$ cat config.mk
export PLATFORM = sky130hd
export DESIGN_NAME = string_escape_decoder
export DESIGN_NICKNAME = d
export VERILOG_FILES = /design/src/hdl/sed_pkg.sv /design/src/hdl/sed_step.sv /design/src/hdl/string_escape_decoder.sv
export SDC_FILE = /design/constraint.sdc
export NUM_CORES = 1
export LEC_CHECK = 0
export ABC_AREA = 1
export ABC_CLOCK_PERIOD_IN_PS = 6130
export BUFFER_PORTS_ARGS = -buffer_cell sky130_fd_sc_hd__buf_2
export CAP_MARGIN = 0
export CORE_MARGIN = 3
export CORE_UTILIZATION = 46
export DETAILED_ROUTE_END_ITERATION = 10
export GPL_ROUTABILITY_DRIVEN = 0
export SYNTH_ARGS = -nofsm -noshare
export SYNTH_HDL_FRONTEND = slang
export SYNTH_SLANG_ARGS = --single-unit
$ cat constraint.sdc
create_clock -name clk_i -period 6.13 [get_ports clk_i]
set_input_delay 0.3065 -clock clk_i [delete_from_list [all_inputs] [get_ports clk_i]]
set_output_delay 0.3065 -clock clk_i [all_outputs]
set_load 0.05 [all_outputs]
$ cat src/hdl/sed_pkg.sv
// Shared types, character constants and small decode functions for the
// string escape decoder. No dependencies.
`timescale 1ns / 1ps

package sed_pkg;

  // Characters that steer the decoder.
  localparam logic [7:0] ChBackslash = 8'h5C;
  localparam logic [7:0] ChQuote     = 8'h27;
  localparam logic [7:0] ChDquote    = 8'h22;
  localparam logic [7:0] ChQuestion  = 8'h3F;
  localparam logic [7:0] ChLowA      = 8'h61;
  localparam logic [7:0] ChLowB      = 8'h62;
  localparam logic [7:0] ChLowF      = 8'h66;
  localparam logic [7:0] ChLowN      = 8'h6E;
  localparam logic [7:0] ChLowR      = 8'h72;
  localparam logic [7:0] ChLowT      = 8'h74;
  localparam logic [7:0] ChLowV      = 8'h76;
  localparam logic [7:0] ChLowX      = 8'h78;
  localparam logic [7:0] ChZero      = 8'h30;
  localparam logic [7:0] ChSeven     = 8'h37;
  localparam logic [7:0] ChNine      = 8'h39;
  localparam logic [7:0] ChUpA       = 8'h41;
  localparam logic [7:0] ChUpF       = 8'h46;

  // Control codes produced by the letter escapes.
  localparam logic [7:0] CodeBel = 8'd7;
  localparam logic [7:0] CodeBs  = 8'd8;
  localparam logic [7:0] CodeFf  = 8'd12;
  localparam logic [7:0] CodeLf  = 8'd10;
  localparam logic [7:0] CodeCr  = 8'd13;
  localparam logic [7:0] CodeTab = 8'd9;
  localparam logic [7:0] CodeVt  = 8'd11;

  localparam logic [7:0] CodeMaxReset = 8'd127;

  typedef enum logic [2:0] {
    MODE_PLAIN = 3'd0,
    MODE_ESC   = 3'd1,
    MODE_OCT   = 3'd2,
    MODE_HEX0  = 3'd3,
    MODE_HEX   = 3'd4
  } mode_e;

  typedef struct packed {
    mode_e      mode;
    logic [7:0] acc;
    logic       over;
    logic       failed;
  } sed_state_t;

  typedef struct packed {
    logic [7:0] data;
    logic       has_byte;
    logic       bad;
    logic       literal_done;
    logic       run_last;
  } sed_res_t;

  function automatic logic is_oct(input logic [7:0] b);
    return (b >= ChZero) && (b <= ChSeven);
  endfunction

  // Returns {valid, value} for a hex digit in either case.
  function automatic logic [4:0] hex_digit(input logic [7:0] b);
    logic [4:0] r;
    r = 5'd0;
    if ((b >= ChZero) && (b <= ChNine)) begin
      r = {1'b1, b[3:0]};
    end else if (((b >= ChLowA) && (b <= ChLowF)) || ((b >= ChUpA) && (b <= ChUpF))) begin
      r = {1'b1, b[3:0] + 4'd9};
    end
    return r;
  endfunction

  // Returns {valid, code} for the single-character escapes.
  function automatic logic [8:0] esc_code(input logic [7:0] b);
    logic [8:0] r;
    r = 9'd0;
    case (b)
      ChQuote, ChDquote, ChQuestion, ChBackslash: r = {1'b1, b};
      ChLowA:  r = {1'b1, CodeBel};
      ChLowB:  r = {1'b1, CodeBs};
      ChLowF:  r = {1'b1, CodeFf};
      ChLowN:  r = {1'b1, CodeLf};
      ChLowR:  r = {1'b1, CodeCr};
      ChLowT:  r = {1'b1, CodeTab};
      ChLowV:  r = {1'b1, CodeVt};
      default: r = 9'd0;
    endcase
    return r;
  endfunction

  function automatic sed_res_t mk_res(input logic [7:0] data, input logic has,
                                      input logic bad);
    sed_res_t r;
    r.data         = data;
    r.has_byte     = has;
    r.bad          = bad;
    r.literal_done = 1'b0;
    r.run_last     = 1'b0;
    return r;
  endfunction

endpackage

$ cat src/hdl/sed_step.sv
// Next-state and result logic for one input byte of the escape decoder.
// Purely combinational; depends on sed_pkg.
`timescale 1ns / 1ps

module sed_step (
  input  sed_pkg::sed_state_t cur_i,
  input  logic [7:0]          byte_i,
  input  logic                last_i,
  input  logic [7:0]          code_max_i,
  output sed_pkg::sed_state_t nxt_o,
  output sed_pkg::sed_res_t   res0_o,
  output sed_pkg::sed_res_t   res1_o,
  output logic [1:0]          cnt_o
);
  import sed_pkg::*;

  sed_state_t s;
  sed_res_t   r [2];
  logic [1:0] n;
  logic       do_plain;
  logic       code_err;
  logic [4:0] hx;
  logic [8:0] ec;

  assign code_err = cur_i.over || (cur_i.acc > code_max_i);
  assign hx       = hex_digit(byte_i);
  assign ec       = esc_code(byte_i);

  always_comb begin
    s        = cur_i;
    n        = 2'd0;
    do_plain = 1'b0;
    r[0]     = mk_res(8'd0, 1'b0, 1'b0);
    r[1]     = mk_res(8'd0, 1'b0, 1'b0);

    if (!cur_i.failed) begin
      unique case (cur_i.mode)
        MODE_ESC: begin
          s.mode = MODE_PLAIN;
          if (ec[8]) begin
            r[n[0]] = mk_res(ec[7:0], 1'b1, 1'b0);
            n = n + 2'd1;
          end else if (is_oct(byte_i)) begin
            s.mode = MODE_OCT;
            s.acc  = {5'd0, byte_i[2:0]};
            s.over = 1'b0;
          end else if (byte_i == ChLowX) begin
            s.mode = MODE_HEX0;
            s.acc  = 8'd0;
            s.over = 1'b0;
          end
        end
        MODE_OCT, MODE_HEX: begin
          if ((cur_i.mode == MODE_OCT) && is_oct(byte_i)) begin
            s.acc  = {cur_i.acc[4:0], byte_i[2:0]};
            s.over = cur_i.over || (cur_i.acc[7:5] != 3'd0);
          end else if ((cur_i.mode == MODE_HEX) && hx[4]) begin
            s.acc  = {cur_i.acc[3:0], hx[3:0]};
            s.over = cur_i.over || (cur_i.acc[7:4] != 4'd0);
          end else begin
            // The run ends here; unless the code is out of range, the terminating byte is then handled as plain text.
            s.mode = MODE_PLAIN;
            if (code_err) begin
              r[n[0]]  = mk_res(8'd0, 1'b0, 1'b1);
              s.failed = 1'b1;
            end else begin
              r[n[0]]  = mk_res(cur_i.acc, 1'b1, 1'b0);
              do_plain = 1'b1;
            end
            n = n + 2'd1;
          end
        end
        MODE_HEX0: begin
          if (hx[4]) begin
            s.mode = MODE_HEX;
            s.acc  = {4'd0, hx[3:0]};
            s.over = 1'b0;
          end else begin
            r[n[0]]  = mk_res(8'd0, 1'b0, 1'b1);
            n        = n + 2'd1;
            s.failed = 1'b1;
            s.mode   = MODE_PLAIN;
          end
        end
        default: begin
          s.mode   = MODE_PLAIN;
          do_plain = 1'b1;
        end
      endcase

      if (do_plain) begin
        if (byte_i == ChBackslash) begin
          s.mode = MODE_ESC;
        end else begin
          r[n[0]] = mk_res(byte_i, 1'b1, 1'b0);
          n = n + 2'd1;
        end
      end

      // Close whatever is still open at the end of the literal.
      if (last_i && !s.failed) begin
        if ((s.mode == MODE_OCT) || (s.mode == MODE_HEX)) begin
          if (s.over || (s.acc > code_max_i)) begin
            r[n[0]] = mk_res(8'd0, 1'b0, 1'b1);
          end else begin
            r[n[0]] = mk_res(s.acc, 1'b1, 1'b0);
          end
          n = n + 2'd1;
        end else if ((s.mode == MODE_HEX0) || (s.mode == MODE_ESC)) begin
          r[n[0]] = mk_res(8'd0, 1'b0, 1'b1);
          n = n + 2'd1;
        end
      end
    end

    if (last_i) begin
      if (n == 2'd0) begin
        r[0] = mk_res(8'd0, 1'b0, 1'b0);
        n    = 2'd1;
      end
      s.mode   = MODE_PLAIN;
      s.acc    = 8'd0;
      s.over   = 1'b0;
      s.failed = 1'b0;
    end

    if (n == 2'd1) begin
      r[0].run_last     = 1'b1;
      r[0].literal_done = last_i;
    end else if (n == 2'd2) begin
      r[1].run_last     = 1'b1;
      r[1].literal_done = last_i;
    end
  end

  assign nxt_o  = s;
  assign res0_o = r[0];
  assign res1_o = r[1];
  assign cnt_o  = n;

endmodule

$ cat src/hdl/string_escape_decoder.sv
// Top level of the string escape decoder: input register, step logic and
// result queue. Depends on sed_pkg and sed_step.
`timescale 1ns / 1ps

// Decodes the escapes of a string literal body arriving one byte per transaction.
// A byte is taken every cycle while the queue has room for two results; it is
// registered, decoded by one layer of logic and its zero, one or two results are
// pushed into a four-entry result queue, from which one result leaves per output
// transaction. A byte that yields two results (a numeric escape ended by a plain
// byte, or by a backslash at the last byte) needs two output transactions, so the
// queue's drain rate of one result per cycle while the output is ready sets the
// sustained rate whenever such bytes are frequent. code_max may be written while
// the block is idle.
module string_escape_decoder (
  input  logic       clk_i,
  input  logic       rst_ni,
  input  logic       cfg_we_i,
  input  logic [7:0] cfg_wdata_i,     // code_max
  input  logic       s_axis_tvalid_i,
  output logic       s_axis_tready_o,
  input  logic [7:0] s_axis_tdata_i,  // [7:0] in_byte
  input  logic       s_axis_tlast_i,  // in_last
  output logic       m_axis_tvalid_o,
  input  logic       m_axis_tready_i,
  output logic [7:0] m_axis_tdata_o,  // [7:0] out_byte
  output logic [2:0] m_axis_tuser_o,  // [0] has_byte, [1] bad, [2] run_last
  output logic       m_axis_tlast_o   // literal_done
);
  import sed_pkg::*;

  localparam int QDepth = 4;
  localparam int PtrW   = $clog2(QDepth);
  localparam int CntW   = $clog2(QDepth + 1);

  logic [7:0]   code_max_q;
  logic         in_valid_q;
  logic [7:0]   in_byte_q;
  logic         in_last_q;
  sed_state_t   state_q, state_d;
  sed_res_t     res0, res1;
  logic [1:0]   res_cnt;
  sed_res_t     queue_q [QDepth];
  logic [PtrW-1:0] wr_ptr_q, rd_ptr_q;
  logic [CntW-1:0] count_q;
  logic         commit, in_fire, out_fire;

  sed_step u_step (
    .cur_i      (state_q),
    .byte_i     (in_byte_q),
    .last_i     (in_last_q),
    .code_max_i (code_max_q),
    .nxt_o      (state_d),
    .res0_o     (res0),
    .res1_o     (res1),
    .cnt_o      (res_cnt)
  );

  // Commit only when the queue can take two results, so the decision does not
  // depend on the output side's ready in the same cycle.
  assign commit          = in_valid_q && (count_q <= CntW'(QDepth - 2));
  assign s_axis_tready_o = !in_valid_q || commit;
  assign in_fire         = s_axis_tvalid_i && s_axis_tready_o;
  assign m_axis_tvalid_o = (count_q != '0);
  assign out_fire        = m_axis_tvalid_o && m_axis_tready_i;

  assign m_axis_tdata_o = queue_q[rd_ptr_q].data;
  assign m_axis_tuser_o = {queue_q[rd_ptr_q].run_last, queue_q[rd_ptr_q].bad,
                           queue_q[rd_ptr_q].has_byte};
  assign m_axis_tlast_o = queue_q[rd_ptr_q].literal_done;

  always_ff @(posedge clk_i or negedge rst_ni) begin
    if (!rst_ni) begin
      code_max_q <= CodeMaxReset;
    end else if (cfg_we_i) begin
      code_max_q <= cfg_wdata_i;
    end
  end

  always_ff @(posedge clk_i or negedge rst_ni) begin
    if (!rst_ni) begin
      in_valid_q <= 1'b0;
    end else if (in_fire) begin
      in_valid_q <= 1'b1;
    end else if (commit) begin
      in_valid_q <= 1'b0;
    end
  end

  always_ff @(posedge clk_i) begin
    if (in_fire) begin
      in_byte_q <= s_axis_tdata_i;
      in_last_q <= s_axis_tlast_i;
    end
  end

  always_ff @(posedge clk_i or negedge rst_ni) begin
    if (!rst_ni) begin
      state_q.mode   <= MODE_PLAIN;
      state_q.acc    <= 8'd0;
      state_q.over   <= 1'b0;
      state_q.failed <= 1'b0;
    end else if (commit) begin
      state_q <= state_d;
    end
  end

  always_ff @(posedge clk_i) begin
    if (commit) begin
      if (res_cnt != 2'd0) begin
        queue_q[wr_ptr_q] <= res0;
      end
      if (res_cnt == 2'd2) begin
        queue_q[wr_ptr_q + PtrW'(1)] <= res1;
      end
    end
  end

  always_ff @(posedge clk_i or negedge rst_ni) begin
    if (!rst_ni) begin
      wr_ptr_q <= '0;
      rd_ptr_q <= '0;
      count_q  <= '0;
    end else begin
      if (commit) begin
        wr_ptr_q <= wr_ptr_q + PtrW'(res_cnt);
      end
      if (out_fire) begin
        rd_ptr_q <= rd_ptr_q + PtrW'(1);
      end
      count_q <= count_q + (commit ? CntW'(res_cnt) : CntW'(0))
                         - (out_fire ? CntW'(1) : CntW'(0));
    end
  end

endmodule

==> metrics.md <==
| Metric | Value |
|---|---|
| Routed length per instance | 15.2 um |
| Synth async-reset ratio | 0.337 |
| Core footprint | 12300 sq um |
| CTS max path bufs | 2 |
| Area taken by multi-input logic gates | 3010 sq um |
| Power Total | 2.40 mW |
| Place WS | 942 ps |
| Most used DFF post-synth | edfxtp_1 |
| # fillers | 1217 |
| Total global routing track utilization | 0.221 |
| Mapped Cells | 808 |
| Setup-failing EPs final | 0 |
| Fin crit share | 0.853 |
| Grt total ovfl | 0 |
| Chip height | 120 um |
| RSZ-0062 raised after global routing | false |
| Detailed Route Iter0 Violations | 448 |
| Final net count | 878 |
| Flop and latch count out of synthesis | 86 |
| N_diodes | 0 |
| Area contributors post-synth | edfxtp_1, nand2_1, dfrtp_1 |
| Fin Clk Skew | 6.77 ps |
| Warnings from Yosys | 0 |
| Post-detailed-route count of antenna-violating nets | 0 |
| Gates resized, CTS repair | 0 |
| Leading area contributor after synthesis | edfxtp_1 |
| Cell internal pwr | 1.31 mW |
| Final Max Tran Viols | 0 |
| CTS tree | yes |
| Switching share of total power | 0.455 |
| I/O Buffers | 35 |
| Vias/cell | 5.44 |
| Post-synthesis sequential area ratio | 0.411 |
| Layout Area Growth over Synthesis | 9.08% |
| Critical path type | reg2reg |
| F_max | 191 MHz |
| Crit Path Max Fanout | 13 |
| Fin area | 6490 sq um |
| Crit. End Element | register |
| Placed insts | 985 |
| Routed WL | 15.2 mm |
| Tmin final | 5230 ps |
| Via count | 5446 |
| R2r setup slk | 900 ps |
| Num CTS Buffers | 9 |
| Root Driver | clkbuf_16 |
| Die W | 120 um |
| Number of antenna violations at the first check in global routing | 0 |
| Worst-margin pin slew | 1130 ps |
| Max-slew headroom | 0.244 |
| Number of distinct library cells after synthesis | 39 |
| Worst-path clk slew | 60 ps |
| Final Hold Slack | -14.6 ps |
| Largest net degree at the start of global routing | 41 |
| DRC Markers | 0 |
| Sw power | 1.09 mW |
| Power Dens Cells | 369 nW/um^2 |
| Clock group share of total power | 0.205 |
| Clock Sinks | 86 |
| Post-Synthesis Cell Area | 5950 sq um |
| HP Class | in2async |
| Final core occ | 0.528 |
| Hold-fix buffers, CTS | 0 |
| Initial Utilization | 0.484 |
| Io pins | 36 |
| Dpl hpwl | 11.7 mm |
| Failing checks | hold timing |
| Flop pwr share | 0.367 |
| Syn Area/Cell | 7.37 sq um |
| Synth top area share | 0.287 |
| Startpoint Class | register |
| Vias in the first global route | 5065 |
| Leak | 3.08 nW |
| Die Area | 14300 sq um |
| First-pass GRT wire length | 25.4 mm |
| Postcts setup bufs | 0 |
| Clock Latency Late Sink | 350 ps |
| Peak VDD IR | 0.183 mV |
| Post-synth EDFFs | 57 |
| Fin cells | 1001 |
| Cell row count | 40 |
| Outcome | finished with violations |
| Syn nets | 858 |
| CP Data Arrival Time | 5500 ps |
| Share of cells above drive strength 1 | 0.108 |
| Setup_tns | 0 ps |
| Drt first pass iters | 5 |
| Crit path required time | 6400 ps |
| CTS H-tree depth | 3 |
| Max-cap violations | 0 |
| Final worst slack | 901 ps |
| Fin. Hold Viols | 12 |
| Sequential cell area | 2450 sq um |
| Share of power burned in combinational logic | 0.429 |
| Area after DPL | 6230 sq um |
[final timing paths]
kind	from	end	depth (start not counted)
max reg2reg	in_byte_q[0]	count_q[2]	25
max in group asynchronous	rst_ni	rd_ptr_q[1]	1
min reg2reg	count_q[2]	count_q[2]	1
min	rst_ni	state_q[10]	1
max	in_byte_q[0]	count_q[2]	25
min in group clk_i	s_axis_tdata_i[1]	in_byte_q[1]	1
[cell usage in the layout, fill, tap and decap left out, drive strengths merged]
cell,synthesis,layout
nor4,2,2
inv,97,97
clkbuf,16,12
mux2,1,1
dfrtp,22,22
a21boi,1,1
clkinv,1,5
ha,27,27
xor2,5,5
o21a,5,5
a22oi,3,3
dfstp,7,7
nand3,87,87
o211ai,7,7
fa,1,1
a31oi,6,6
nand4,14,14
nor2,101,101
o21bai,1,1
buf,13,38
o21ai,56,56
o22ai,25,25
nor3,9,9
edfxtp,57,57
nand2,219,219
a21oi,23,23
xnor2,1,1
and3,1,1
[state kept, by name, summed over array words and instances (netlist names)]
name        flops
queue_q        48
state_q        13
code_max_q      8
in_byte_q       8
count_q         3
rd_ptr_q        2
wr_ptr_q        2
in_last_q       1
in_valid_q      1
[final cells by class]
class | instances | share of cell area
clock buffers | 12 | 0.0364
clock inverters | 4 | 0.00366
inverters | 98 | 0.0566
multi-input cells | 595 | 0.464
flip-flops and latches | 86 | 0.377
well taps | 168 | 0.0324
repair buffers | 38 | 0.0304
[logic make-up (layout without fill, tap and decap cells)]
kind of cell	count (synthesis)	in the layout	synth area share
AOI/OAI and AO/OA	127	127	0.123
DFF	86	86	0.411
xor gates and xnor gates	6	6	0.00883
adders and majority gates	28	28	0.0601
and+or+nand+nor	433	433	0.312
muxes	1	1	0.00189
buffers and inverters	127	152	0.0832
[power by group through the flow]
| stage | Clock [mW] | Sequential, mW | Combinational (mW) |
|---|---|---|---|
| CTS | 0.504 | 0.880 | 1.03 |
| detailed placement | 0 | 0.890 | 1.03 |
| floorplan | 0 | 0.828 | 0.836 |
| global placement | 0 | 0.888 | 1.02 |
| global route | 0.525 | 0.896 | 1.14 |
| finish | 0.490 | 0.879 | 1.03 |
[cells in the mapped netlist, types with 6 or more instances]
library cell / number
o211ai_1: 7
nand2_1: 215
buf_2: 12
a31oi_1: 6
a21oi_1: 22
dfrtp_1: 22
inv_1: 84
dfstp_2: 7
nand4_1: 14
o22ai_1: 25
nor2_1: 91
edfxtp_1: 57
nor3_1: 9
inv_2: 13
nand3_1: 85
o21ai_0: 53
ha_1: 27
clkbuf_1: 16
nor2_2: 9
[critical path, cell delays in order (launching register included)]
cell      delay (ps)
edfxtp_1         460
inv_1            180
ha_1             300
nor2_1           120
nor2_1            50
o21ai_1          410
nand3_4          180
nor2_1           200
inv_2             70
nand3_1          320
ha_1             310
nand2_1           90
nand2_1          110
ha_1             300
nor2_1            40
nand2_1           60
nand3_1          330
o21ai_0          300
nand2_1          100
ha_1             280
inv_1             60
ha_1             130
inv_1             50
fa_1             370
xnor2_1          170
xor2_1           160
[layer usage]
layer  routed length [um]  share of wire  global-route usage  vias up
met5                    0              0                   0        -
met4                  424          0.028              0.0902        0
met3                  773          0.051              0.0386       32
met2                 7180           0.47               0.354      168
met1                 6860           0.45               0.296     2508
li1                     -              -                   -     2738
Note: power is estimated with default switching activity, not from simulation.
